===== config.mk =====
export PLATFORM = sky130hd
export DESIGN_NAME = ltc_ram
export DESIGN_NICKNAME = d
export VERILOG_FILES = /design/src/ltc_ram.sv
export SDC_FILE = /design/constraint.sdc
export NUM_CORES = 1
export LEC_CHECK = 0
export BUFFER_PORTS_ARGS = -buffer_cell sky130_fd_sc_hd__buf_2
export CAP_MARGIN = 20
export CORE_UTILIZATION = 59
export CTS_CLUSTER_DIAMETER = 30
export DETAILED_ROUTE_END_ITERATION = 16
export PLACE_DENSITY = 0.75
export SLEW_MARGIN = 20
export SYNTH_ARGS = -nofsm -noshare
export SYNTH_HDL_FRONTEND = slang
export SYNTH_SLANG_ARGS = --single-unit

===== constraint.sdc =====
create_clock -name clk -period 5.3 [get_ports clk]
set_input_delay 0.265 -clock clk [delete_from_list [all_inputs] [get_ports clk]]
set_output_delay 0.265 -clock clk [all_outputs]
set_load 0.02 [all_outputs]

===== src/ltc_ram.sv =====
module ltc_ram #(
  parameter int WIDTH = 8,
  parameter int DEPTH = 64
) (
  input  logic                             clk,
  input  logic                             we,
  input  logic [$clog2(DEPTH > 1 ? DEPTH : 2)-1:0] waddr,
  input  logic [WIDTH-1:0]                 wdata,
  input  logic [$clog2(DEPTH > 1 ? DEPTH : 2)-1:0] raddr,
  output logic [WIDTH-1:0]                 rdata
);

  logic [WIDTH-1:0] mem [DEPTH];

  // write port and registered read port
  always_ff @(posedge clk) begin
    if (we) begin
      mem[waddr] <= wdata;
    end
    rdata <= mem[raddr];
  end

endmodule


* Word level (Yosys, flattened, before mapping)
Memory sizes are Yosys's and may differ from the RTL's. A register that Yosys moved wholly into a read port is not among the register bits.
Index checks and enable logic that the tools add are counted.
** Storage, ports and cells
- Register bits :: 0
- Memory bits (writable) :: 512
- Bits of input ports :: 22
- Output and inout bits :: 8
- Word-level logic and storage cells :: 3
- Memories :: 1
** Cells by class
- Multiplexer cells :: 2
** Memory list
- mem :: depth 64, width 8, read ports 1, clocked after memory_dff 1, wr ports 1, line 13 : logic [WIDTH-1:0] mem [DEPTH];
** Operators with widths (number)
- 1-bit two-way mux :: 2

* Depth between registers and ports, before layout
Gate-level depths: netlist (run 1).
- Depth after elaboration :: 2
- Depth in mapped cells :: 9
- Depth with buffers taken out :: 5

* Least setup slack after synthesis (run 1)
No wires, ideal clock.
- Path type :: input-to-reg
- Start point :: input port raddr[1] (netlist bit)
- End point :: register rdata[3] (read register of mem)
- Setup time :: 0.128 ns
- Arrival time :: 1.805 ns
- Data required time :: 5.172 ns
- Slack :: 3.367 ns
- Stages on the path :: 7
- Path buffers :: 3
- Path through :: buf_4 -> buf_2 -> buf_2 -> mux4_2 -> mux4_2 -> o21ai_1 -> o41ai_1
** RTL lines
- start: declaration :: line 9 : input logic [$clog2(DEPTH > 1 ? DEPTH : 2)-1:0] raddr,
- end: declaration :: line 10 : output logic [WIDTH-1:0] rdata

==> flow_summary.toml, run 1 <==
[pwr]
switching_share = 0.209
power.total_mw = 10.9
p_seq_frac = 0.421
ir_drop_mv = 0.259
p_clk_frac = 0.540
internal_power_mw = 8.60
switchingPower_mw = 2.27
power.density_nw_per_um2 = 458
p_leak_nw = 7.62
p_comb_frac = 0.039

[sta]
post-route-min-period_ps = 2490
max_slew.worst_pin.slew_ps = 1090
fin_crit_sh = 0.470
fin_skew_ps = 20.3
slew_viol_final = 0
hold_viol_final = 0
rsz0062_at_grt = "false"
final-setup-viol-count = 0
max_slew_margin = 0.271
max_clock_freq_mhz = 401
finalSetupTns_ps = 0

[critical_path]
crit_fanout = 57
worstPathArrival_ps = 2920
cp-end-kind = "flip-flop"
r2r_cells = 4
cp_data_required_time_ps = 5730
start_kind = "input port"
crit_type = "in2reg"

[logic_synthesis]
synthFlopType = "edfxtp_1"
async_flop_share = 0
synthTopCellsByArea = "edfxtp_1 (76%), mux4_2 (14%), nor2_1 (1.5%), mux2i_1 (1.1%), dfxtp_1 (0.79%)"
yosysMostFrequentCell = "edfxtp_1"
synth_seq_area_share = 0.770
synth_cell_types = 40
yosys-top-cells-count = "edfxtp_1 (512), mux4_2 (126), nor2_1 (83), mux2i_1 (23), nand2_1 (19)"
synth_area_sq_um = 20200
syn_nets = 962
yosysWarnings = 0
synth_top_area_cell = "edfxtp_1"
synth_seq_cells = 520
yosys.area.top_type_share = 0.762
syn_inst = 940
avgSynthCellArea_sq_um = 21.5
synth_enable_flop_cells = 512

[die]
dieArea_sq_um = 34900
start_util = 0.600
coreArea_sq_um = 33600
dieWidth_microns = 187
io_pins = 30
rows = 67
die_y_microns = 187

[clock_network]
htreeDepth = 3
cts_tree = "yes"
cts.sink_count = 520
post_cts_buffers = 0
cts-resized-gates = 0
cts_inserted_buffers = 88
clk_latency_ps = 600
clockBufferDepth = 3
cts-root-buf = "clkbuf_16"
cts_hold_buf = 0
path_clk_slew_ps = 50

[worst_hold_path]
hold_depth = 3
min_path_type = "in2reg"

[finish]
drive_gt1_frac = 0.300
syn2layout_area_growth_pct = 17.8
nNetsFinal = 1039

[grt]
grt_pass1_wl_mm = 70.0
antenna_found_initial = 4
grt_start_max_net_pins = 65
grt_pass1_vias = 10500
grtUsageTotal = 0.281
gr-total-overflow = 0

[routing]
wl_mm = 47.3
drtIter0Drc = 1358
postRouteAntennaNets = 0
vias = 10300
drtPass1Iterations = 5
wl_per_cell_microns = 30.7
drc = 0
routed_via_density = 6.66

[run]
timing.max_cap.violations = 0

[placed_design]
place_congestion = 0.833
hpwl_mm = 25.2
portBuffers = 29

[status]
status = "complete, no violations"
## routing by layer
layer  vias up  part of all wire  global-route usage  wire, microns
met1      5262              0.38               0.395          18100
met2       726              0.48               0.435          22600
li1       4114                 -                   -              -
met5         -           0.00057                   0             27
met3       148             0.099              0.0649           4700
met4         4             0.039               0.112           1860
## worst max-delay path, stage by stage
cell and delay [ps]:
clkbuf_8 560, buf_4 680, mux2i_1 280, a221oi_1 130, a221oi_1 690, o2bb2ai_1 220
## cells by family after synthesis
family	synth area share
flip-flops	0.770
buffers and inverters	0.0157
multiplexers	0.159
AND/OR/NAND/NOR	0.0339
AO/OA/AOI/OAI	0.0207
## power by group through the flow
stage | Sequential, mW | Combinational, mW | Clock (mW)
2_1_floorplan | 4.66 | 0.243 | 0
3_3_place_gp | 4.65 | 0.407 | 0
3_5_place_dp | 4.65 | 0.415 | 0
4_1_cts | 4.58 | 0.422 | 5.90
5_1_grt | 4.57 | 0.445 | 6.06
6_report | 4.58 | 0.426 | 5.87
## worst paths after layout
kind / from / end / slack [ps]
worst max register to register: mem[44][1] / rdata[1] / 3100
worst max-delay path: raddr[0] / rdata[1] / 2810
worst min register to register: mem[26][4] / rdata[4] / 900
worst min-delay path: raddr[5] / rdata[4] / 160
## flip-flops by register name, summed over array words and instances (netlist names)
| signal | flops |
|---|---|
| mem | 512 |
| rdata | 8 |
## final cells by class
type / count / area [sq um]
clock buffer: 95 / 2230
fill: 1879 / 9850
tap: 448 / 561
timing repair buffer: 38 / 256
sequential: 520 / 15500
clock inverter: 67 / 851
multi-input combinational: 369 / 4330
antenna: 2 / 5.00
## cells in the final DEF, fill, tap and decap left out, types with 13 or more instances in the layout
cell and n:
nand2_1 19, bufinv_16 17, edfxtp_1 512, buf_2 19, clkbuf_16 88, buf_4 17
nor2b_1 14, nor2_1 83, mux2_2 13, nand3_1 13, mux4_2 126, clkinv_2 14
mux2i_1 23
## per-stage QoR
| stage | instance area, sq um | hold WS [ps] | util | cells | setup slack, ps |
|---|---|---|---|---|---|
| floorplan | 20200 | 364 | - | 940 | 3370 |
| global placement | 20600 | 694 | 0.614 | 1375 | 2290 |
| detailed placement | 20700 | 694 | 0.615 | 1375 | 2280 |
| CTS | 23700 | 131 | 0.706 | 1537 | 2810 |
| global route | 23800 | 160 | 0.707 | 1539 | 2650 |
| finish | 23800 | 163 | 0.707 | 1539 | 2810 |
(Power assumes the default switching activity.)
==> inputs of run 2 (changes only) <==
--- a/config.mk
+++ b/config.mk
@@ -5,12 +5,13 @@
 export SDC_FILE = /design/constraint.sdc
 export NUM_CORES = 1
 export LEC_CHECK = 0
+export ABC_AREA = 1
 export BUFFER_PORTS_ARGS = -buffer_cell sky130_fd_sc_hd__buf_2
 export CAP_MARGIN = 20
-export CORE_UTILIZATION = 59
+export CORE_UTILIZATION = 57
 export CTS_CLUSTER_DIAMETER = 30
 export DETAILED_ROUTE_END_ITERATION = 16
-export PLACE_DENSITY = 0.75
+export PLACE_DENSITY = 0.76
 export SLEW_MARGIN = 20
 export SYNTH_ARGS = -nofsm -noshare
 export SYNTH_HDL_FRONTEND = slang
==> constraint.sdc (replaced) <==
create_clock -name clk -period 2.1 [get_ports clk]
set_input_delay 0.105 -clock clk [delete_from_list [all_inputs] [get_ports clk]]
set_output_delay 0.105 -clock clk [all_outputs]
set_load 0.02 [all_outputs]
==> flow_summary.toml, run 2 <==
[status]
status = "complete, no violations"

[clock_network]
cts_inserted_buffers = 100
cts_hold_buf = 5
cts.sink_count = 520
htreeDepth = 3
clockBufferDepth = 3
post_cts_buffers = 0
cts-resized-gates = 0
cts_tree = "yes"
clk_latency_ps = 630
path_clk_slew_ps = 50
cts-root-buf = "clkbuf_16"

[logic_synthesis]
synth_enable_flop_cells = 512
yosysWarnings = 0
syn_nets = 1827
syn_inst = 1805
synth_cell_types = 16
synth_top_area_cell = "edfxtp_1"
synth_seq_area_share = 0.728
synthFlopType = "edfxtp_1"
yosys.area.top_type_share = 0.720
synth_seq_cells = 520
synth_area_sq_um = 21300
async_flop_share = 0
synthTopCellsByArea = "edfxtp_1 (72%), nand2_1 (11%), nand3_1 (10%), buf_6 (1.8%), nor2_1 (0.99%)"
yosys-top-cells-count = "nand2_1 (648), edfxtp_1 (512), nand3_1 (439), nor2_1 (56), buf_2 (37)"
yosysMostFrequentCell = "nand2_1"
avgSynthCellArea_sq_um = 11.8

[grt]
gr-total-overflow = 0
grt_pass1_vias = 15200
grt_pass1_wl_mm = 88.3
grtUsageTotal = 0.311
grt_start_max_net_pins = 131
antenna_found_initial = 0

[sta]
max_clock_freq_mhz = 560
fin_skew_ps = 23.4
max_slew_margin = 0.543
max_slew.worst_pin.slew_ps = 686
hold_viol_final = 0
final-setup-viol-count = 0
slew_viol_final = 0
post-route-min-period_ps = 1790
finalSetupTns_ps = 0
rsz0062_at_grt = "false"
fin_crit_sh = 0.851

[routing]
drtIter0Drc = 2338
postRouteAntennaNets = 0
drtPass1Iterations = 6
routed_via_density = 6.18
drc = 0
vias = 15400
wl_per_cell_microns = 23.4
wl_mm = 58.4

[critical_path]
cp_data_required_time_ps = 2620
slowest_stage = "dlygate4sd3_1"
cp-end-kind = "flip-flop"
worstPathArrival_ps = 2300
crit_type = "reg2reg"
cp_cell_sequence = "nand2_1 -> nand3_1 -> nand3_1 -> nand2_1 -> nand2_1 -> nand3_1 -> nand3_1 -> dlygate4sd3_1 -> nand2_1"
crit_buf_inv = 1
start_kind = "flip-flop"
rrSetupSlack_ps = 310
crit_fanout = 1
cp_top_family = "simple AND/OR/NAND/NOR gates"
slowest_delay_ps = 550

[finish]
top_register = "mem"
nNetsFinal = 1958
layout_commonest_cell = "nand2_1"
syn2layout_area_growth_pct = 21.8
final_area_sq_um = 26000
drive_gt1_frac = 0.155
largest_reg_flops = 512
reg.largest.list = "mem: 512 flops, rdata: 8 flops"
mostFrequentLayoutCells = "nand2_1 (648), edfxtp_1 (512), nand3_1 (439)"
n_antenna_cell = 0

[pwr]
p_leak_nw = 9.78
power.density_nw_per_um2 = 1150
power.total_mw = 29.9
ir_drop_mv = 0.896

[die]
die_y_microns = 195
dieArea_sq_um = 38200
start_util = 0.581
dieWidth_microns = 195
io_pins = 30
rows = 70
coreArea_sq_um = 36700

[run]
timing.max_cap.violations = 0

[placed_design]
dpl_cell_area_sq_um = 22300
place_congestion = 0.925
hpwl_mm = 31.5
portBuffers = 29

[worst_hold_path]
min_path_type = "in2reg"
-- run 2: changes by cell type after synthesis, moves of 23 or more --
cell / previous run / this run
mux4_2: 126 / 0
mux2i_1: 23 / 0
nor2_1: 83 / 56
buf_2: 11 / 37
nand3_1: 13 / 439
nand2_1: 19 / 648
buf_6: 4 / 35
-- run 2: cell families (layout without fill, tap and decap cells) --
kind of cell  Yosys count  in the layout  synth area share
buf+inv               125            342            0.0402
flops                 520            520             0.728
simple gates         1160           1160             0.232
-- run 2: stage by stage --
step / util / cells / hold slack (ps) / worst slack, ps
after CTS: 0.708 / 2490 / 18.5 / 368
after global routing: 0.708 / 2490 / 27.8 / 225
final: 0.708 / 2490 / 27.7 / 313
after detailed placement: 0.609 / 2297 / 462 / 357
after global placement: 0.609 / 2297 / 460 / 415
after floorplan: - / 1805 / 204 / 229
-- run 2: path summary, 6_finish.rpt --
check,start,endpoint,cells past startpoint
hold / removal,wdata[4],mem[53][4],2
hold reg to reg,mem[54][0],rdata[0],8
setup reg to reg,mem[49][2],rdata[2],9
setup / recovery,mem[49][2],rdata[2],9
-- run 2: per-layer routing --
layer / track usage / wire, microns / vias to the layer above / share of wire
met5: 0 / 0 / - / 0
met4: 0.165 / 2920 / 0 / 0.050
met3: 0.0756 / 6200 / 221 / 0.11
met2: 0.489 / 27800 / 1093 / 0.48
met1: 0.402 / 21400 / 7404 / 0.37
li1: - / - / 6667 / -
-- run 2: power breakdown --
part | switching (mW) | internal, mW
sequential | 0.0407 | 11.5
combinational | 1.09 | 0.389
clock | 5.57 | 11.3
total | 6.70 | 23.2
-- run 2: layout make-up --
class	count	area (sq um)
Multi-Input combinational cell	1160	4950
Inverter	12	52.6
Sequential cell	520	15500
Tap cell	468	586
Timing Repair Buffer	142	1280
Clock buffer	107	2570
Fill cell	2266	10700
Clock inverter	81	1020
==> inputs of run 3 (changes only) <==
--- a/config.mk
+++ b/config.mk
@@ -8,10 +8,13 @@
 export ABC_AREA = 1
 export BUFFER_PORTS_ARGS = -buffer_cell sky130_fd_sc_hd__buf_2
 export CAP_MARGIN = 20
-export CORE_UTILIZATION = 57
+export CELL_PAD_IN_SITES_DETAIL_PLACEMENT = 0
+export CELL_PAD_IN_SITES_GLOBAL_PLACEMENT = 1
+export CORE_MARGIN = 4
+export CORE_UTILIZATION = 46
 export CTS_CLUSTER_DIAMETER = 30
 export DETAILED_ROUTE_END_ITERATION = 16
-export PLACE_DENSITY = 0.76
+export PLACE_DENSITY_LB_ADDON = 0.1
 export SLEW_MARGIN = 20
 export SYNTH_ARGS = -nofsm -noshare
 export SYNTH_HDL_FRONTEND = slang
==> flow_summary.toml, run 3 (same netlist as run 2, synthesis figures left out) <==
[status]
status = "complete, no violations"

[finish]
syn2layout_area_growth_pct = 23.5
multi_input_area_sq_um = 4950
nNetsFinal = 1970
layout_commonest_cell = "nand2_1"
ff_latch_area_sq_um = 15500
drive_gt1_frac = 0.157
top_register = "mem"
largest_reg_flops = 512
fill_cells = 3782
reg.largest.list = "mem: 512 flops, rdata: 8 flops"
mostFrequentLayoutCells = "nand2_1 (648), edfxtp_1 (512), nand3_1 (439)"

[grt]
grt_pass1_wl_mm = 89.0
antenna_found_initial = 2
gr-total-overflow = 0
grt_pass1_vias = 14100
grt_start_max_net_pins = 101
grtUsageTotal = 0.235

[sta]
max_slew.worst_pin.slew_ps = 722
post-route-min-period_ps = 1410
fin_crit_sh = 0.672
hold_viol_final = 0
fin_skew_ps = 16.6
slew_viol_final = 0
max_clock_freq_mhz = 709
rsz0062_at_grt = "false"
max_slew_margin = 0.518
final-setup-viol-count = 0
finalSetupTns_ps = 0
fin_hold_ws_ps = 29.7

[routing]
wl_per_cell_microns = 22.2
drtIter0Drc = 1161
routed_via_density = 5.38
wl_mm = 58.6
wl_met3_mm = 3.60
met2WireLength_mm = 27.4
postRouteAntennaNets = 0
top_layer = "met5"
drtPass1Iterations = 7
vias = 14200
drc = 0
met1_length_mm = 26.3

[critical_path]
worstPathArrival_ps = 1310
timing.rr.start = "mem[19][2]"
slowest_stage = "dfxtp_1"
crit_buf_inv = 1
cp_top_family = "flip-flops"
r2r_end = "rdata[2]"
cp_data_required_time_ps = 2000
rrSetupSlack_ps = 710
crit_type = "reg2out"
slowest_delay_ps = 450
crit_fanout = 1
start_kind = "flip-flop"
cp-end-kind = "primary output"
r2r_cells = 8
cp_cell_sequence = "buf_2"

[die]
coreArea_sq_um = 45600
dieArea_sq_um = 49900
die_y_microns = 223
dieWidth_microns = 223
io_pins = 30
start_util = 0.468
rows = 78

[placed_design]
place_congestion = 0.809
portBuffers = 29
hpwl_mm = 34.3

[worst_hold_path]
min_path_type = "in2reg"
min_delay_worst_endpoint = "mem[28][5]"
hold_depth = 2
holdCritStartpoint = "wdata[5]"

[clock_network]
clk_latency_ps = 630
cts-root-buf = "clkbuf_16"
clockBufferDepth = 3
path_clk_slew_ps = 50
cts_tree = "yes"
htreeDepth = 3
cts_inserted_buffers = 110
cts.sink_count = 520

[pwr]
ir_drop_mv = 0.754
power.density_nw_per_um2 = 1150
switchingPower_mw = 6.54
p_leak_nw = 9.86
p_seq_frac = 0.382
switching_share = 0.216
internal_power_mw = 23.7
p_clk_frac = 0.569
p_comb_frac = 0.049

[run]
timing.max_cap.violations = 0
[run 3: cell types whose count changed in the layout (fill, tap and decap cells not counted), moves of 5 or more]
cell / previous run / this run
inv_6: 17 / 3
clkinvlp_4: 8 / 15
clkbuf_1: 5 / 12
clkbuf_16: 102 / 114
clkinv_1: 9 / 17
clkinv_2: 15 / 20
[run 3: metrics by stage]
stage	instances	instance area (sq um)	util	setup slack [ps]	power, mW
6_report	2643	26300	0.578	690	30.2
3_5_place_dp	2432	22500	0.495	308	13.2
5_1_grt	2642	26300	0.578	573	31.2
3_3_place_gp	2432	22500	0.495	251	13.2
2_1_floorplan	1805	21300	-	229	12.6
4_1_cts	2642	26300	0.578	675	30.5
[run 3: cell type report]
class / instances / share of cell area
repair buffers: 144 / 0.0491
clock buffers: 126 / 0.110
clock inverters: 80 / 0.0330
inverters: 12 / 0.00209
well taps: 600 / 0.0285
flip-flops and latches: 520 / 0.590
multi-input cells: 1160 / 0.188
diodes: 1 / 0.0000950
[run 3: worst max path at each step]
stage | cells past startpoint | slack, ps | endpoint | start
after floorplan | 3 | 230 | mem[48][0] | we
after global placement | 9 | 250 | rdata[5] | raddr[1]
after detailed placement | 9 | 310 | rdata[5] | raddr[1]
after CTS | 1 | 680 | rdata[5] | rdata[5]
after global routing | 8 | 570 | rdata[2] | mem[19][2]
final | 1 | 690 | rdata[0] | rdata[0]
[run 3: repair_timing]
item | in CTS | in global routing
gates resized for setup | 0 | 0
endpoints found under the hold margin | 30 | 0
setup buffers | 0 | 0
hold buffers | 4 | 0
[run 3: power by group through the flow]
stage | Clock, mW | Combinational, mW | Sequential [mW]
finish | 17.2 | 1.47 | 11.6
global route | 18.0 | 1.62 | 11.6
CTS | 17.4 | 1.48 | 11.6
detailed placement | 0 | 1.47 | 11.7
global placement | 0 | 1.47 | 11.7
floorplan | 0 | 0.807 | 11.8
[run 3: layer usage]
layer  vias up  GRT usage
met3        85     0.0379
met4         2     0.0704
li1       6693          -
met1      6964      0.341
met5         -          0
met2       473      0.369
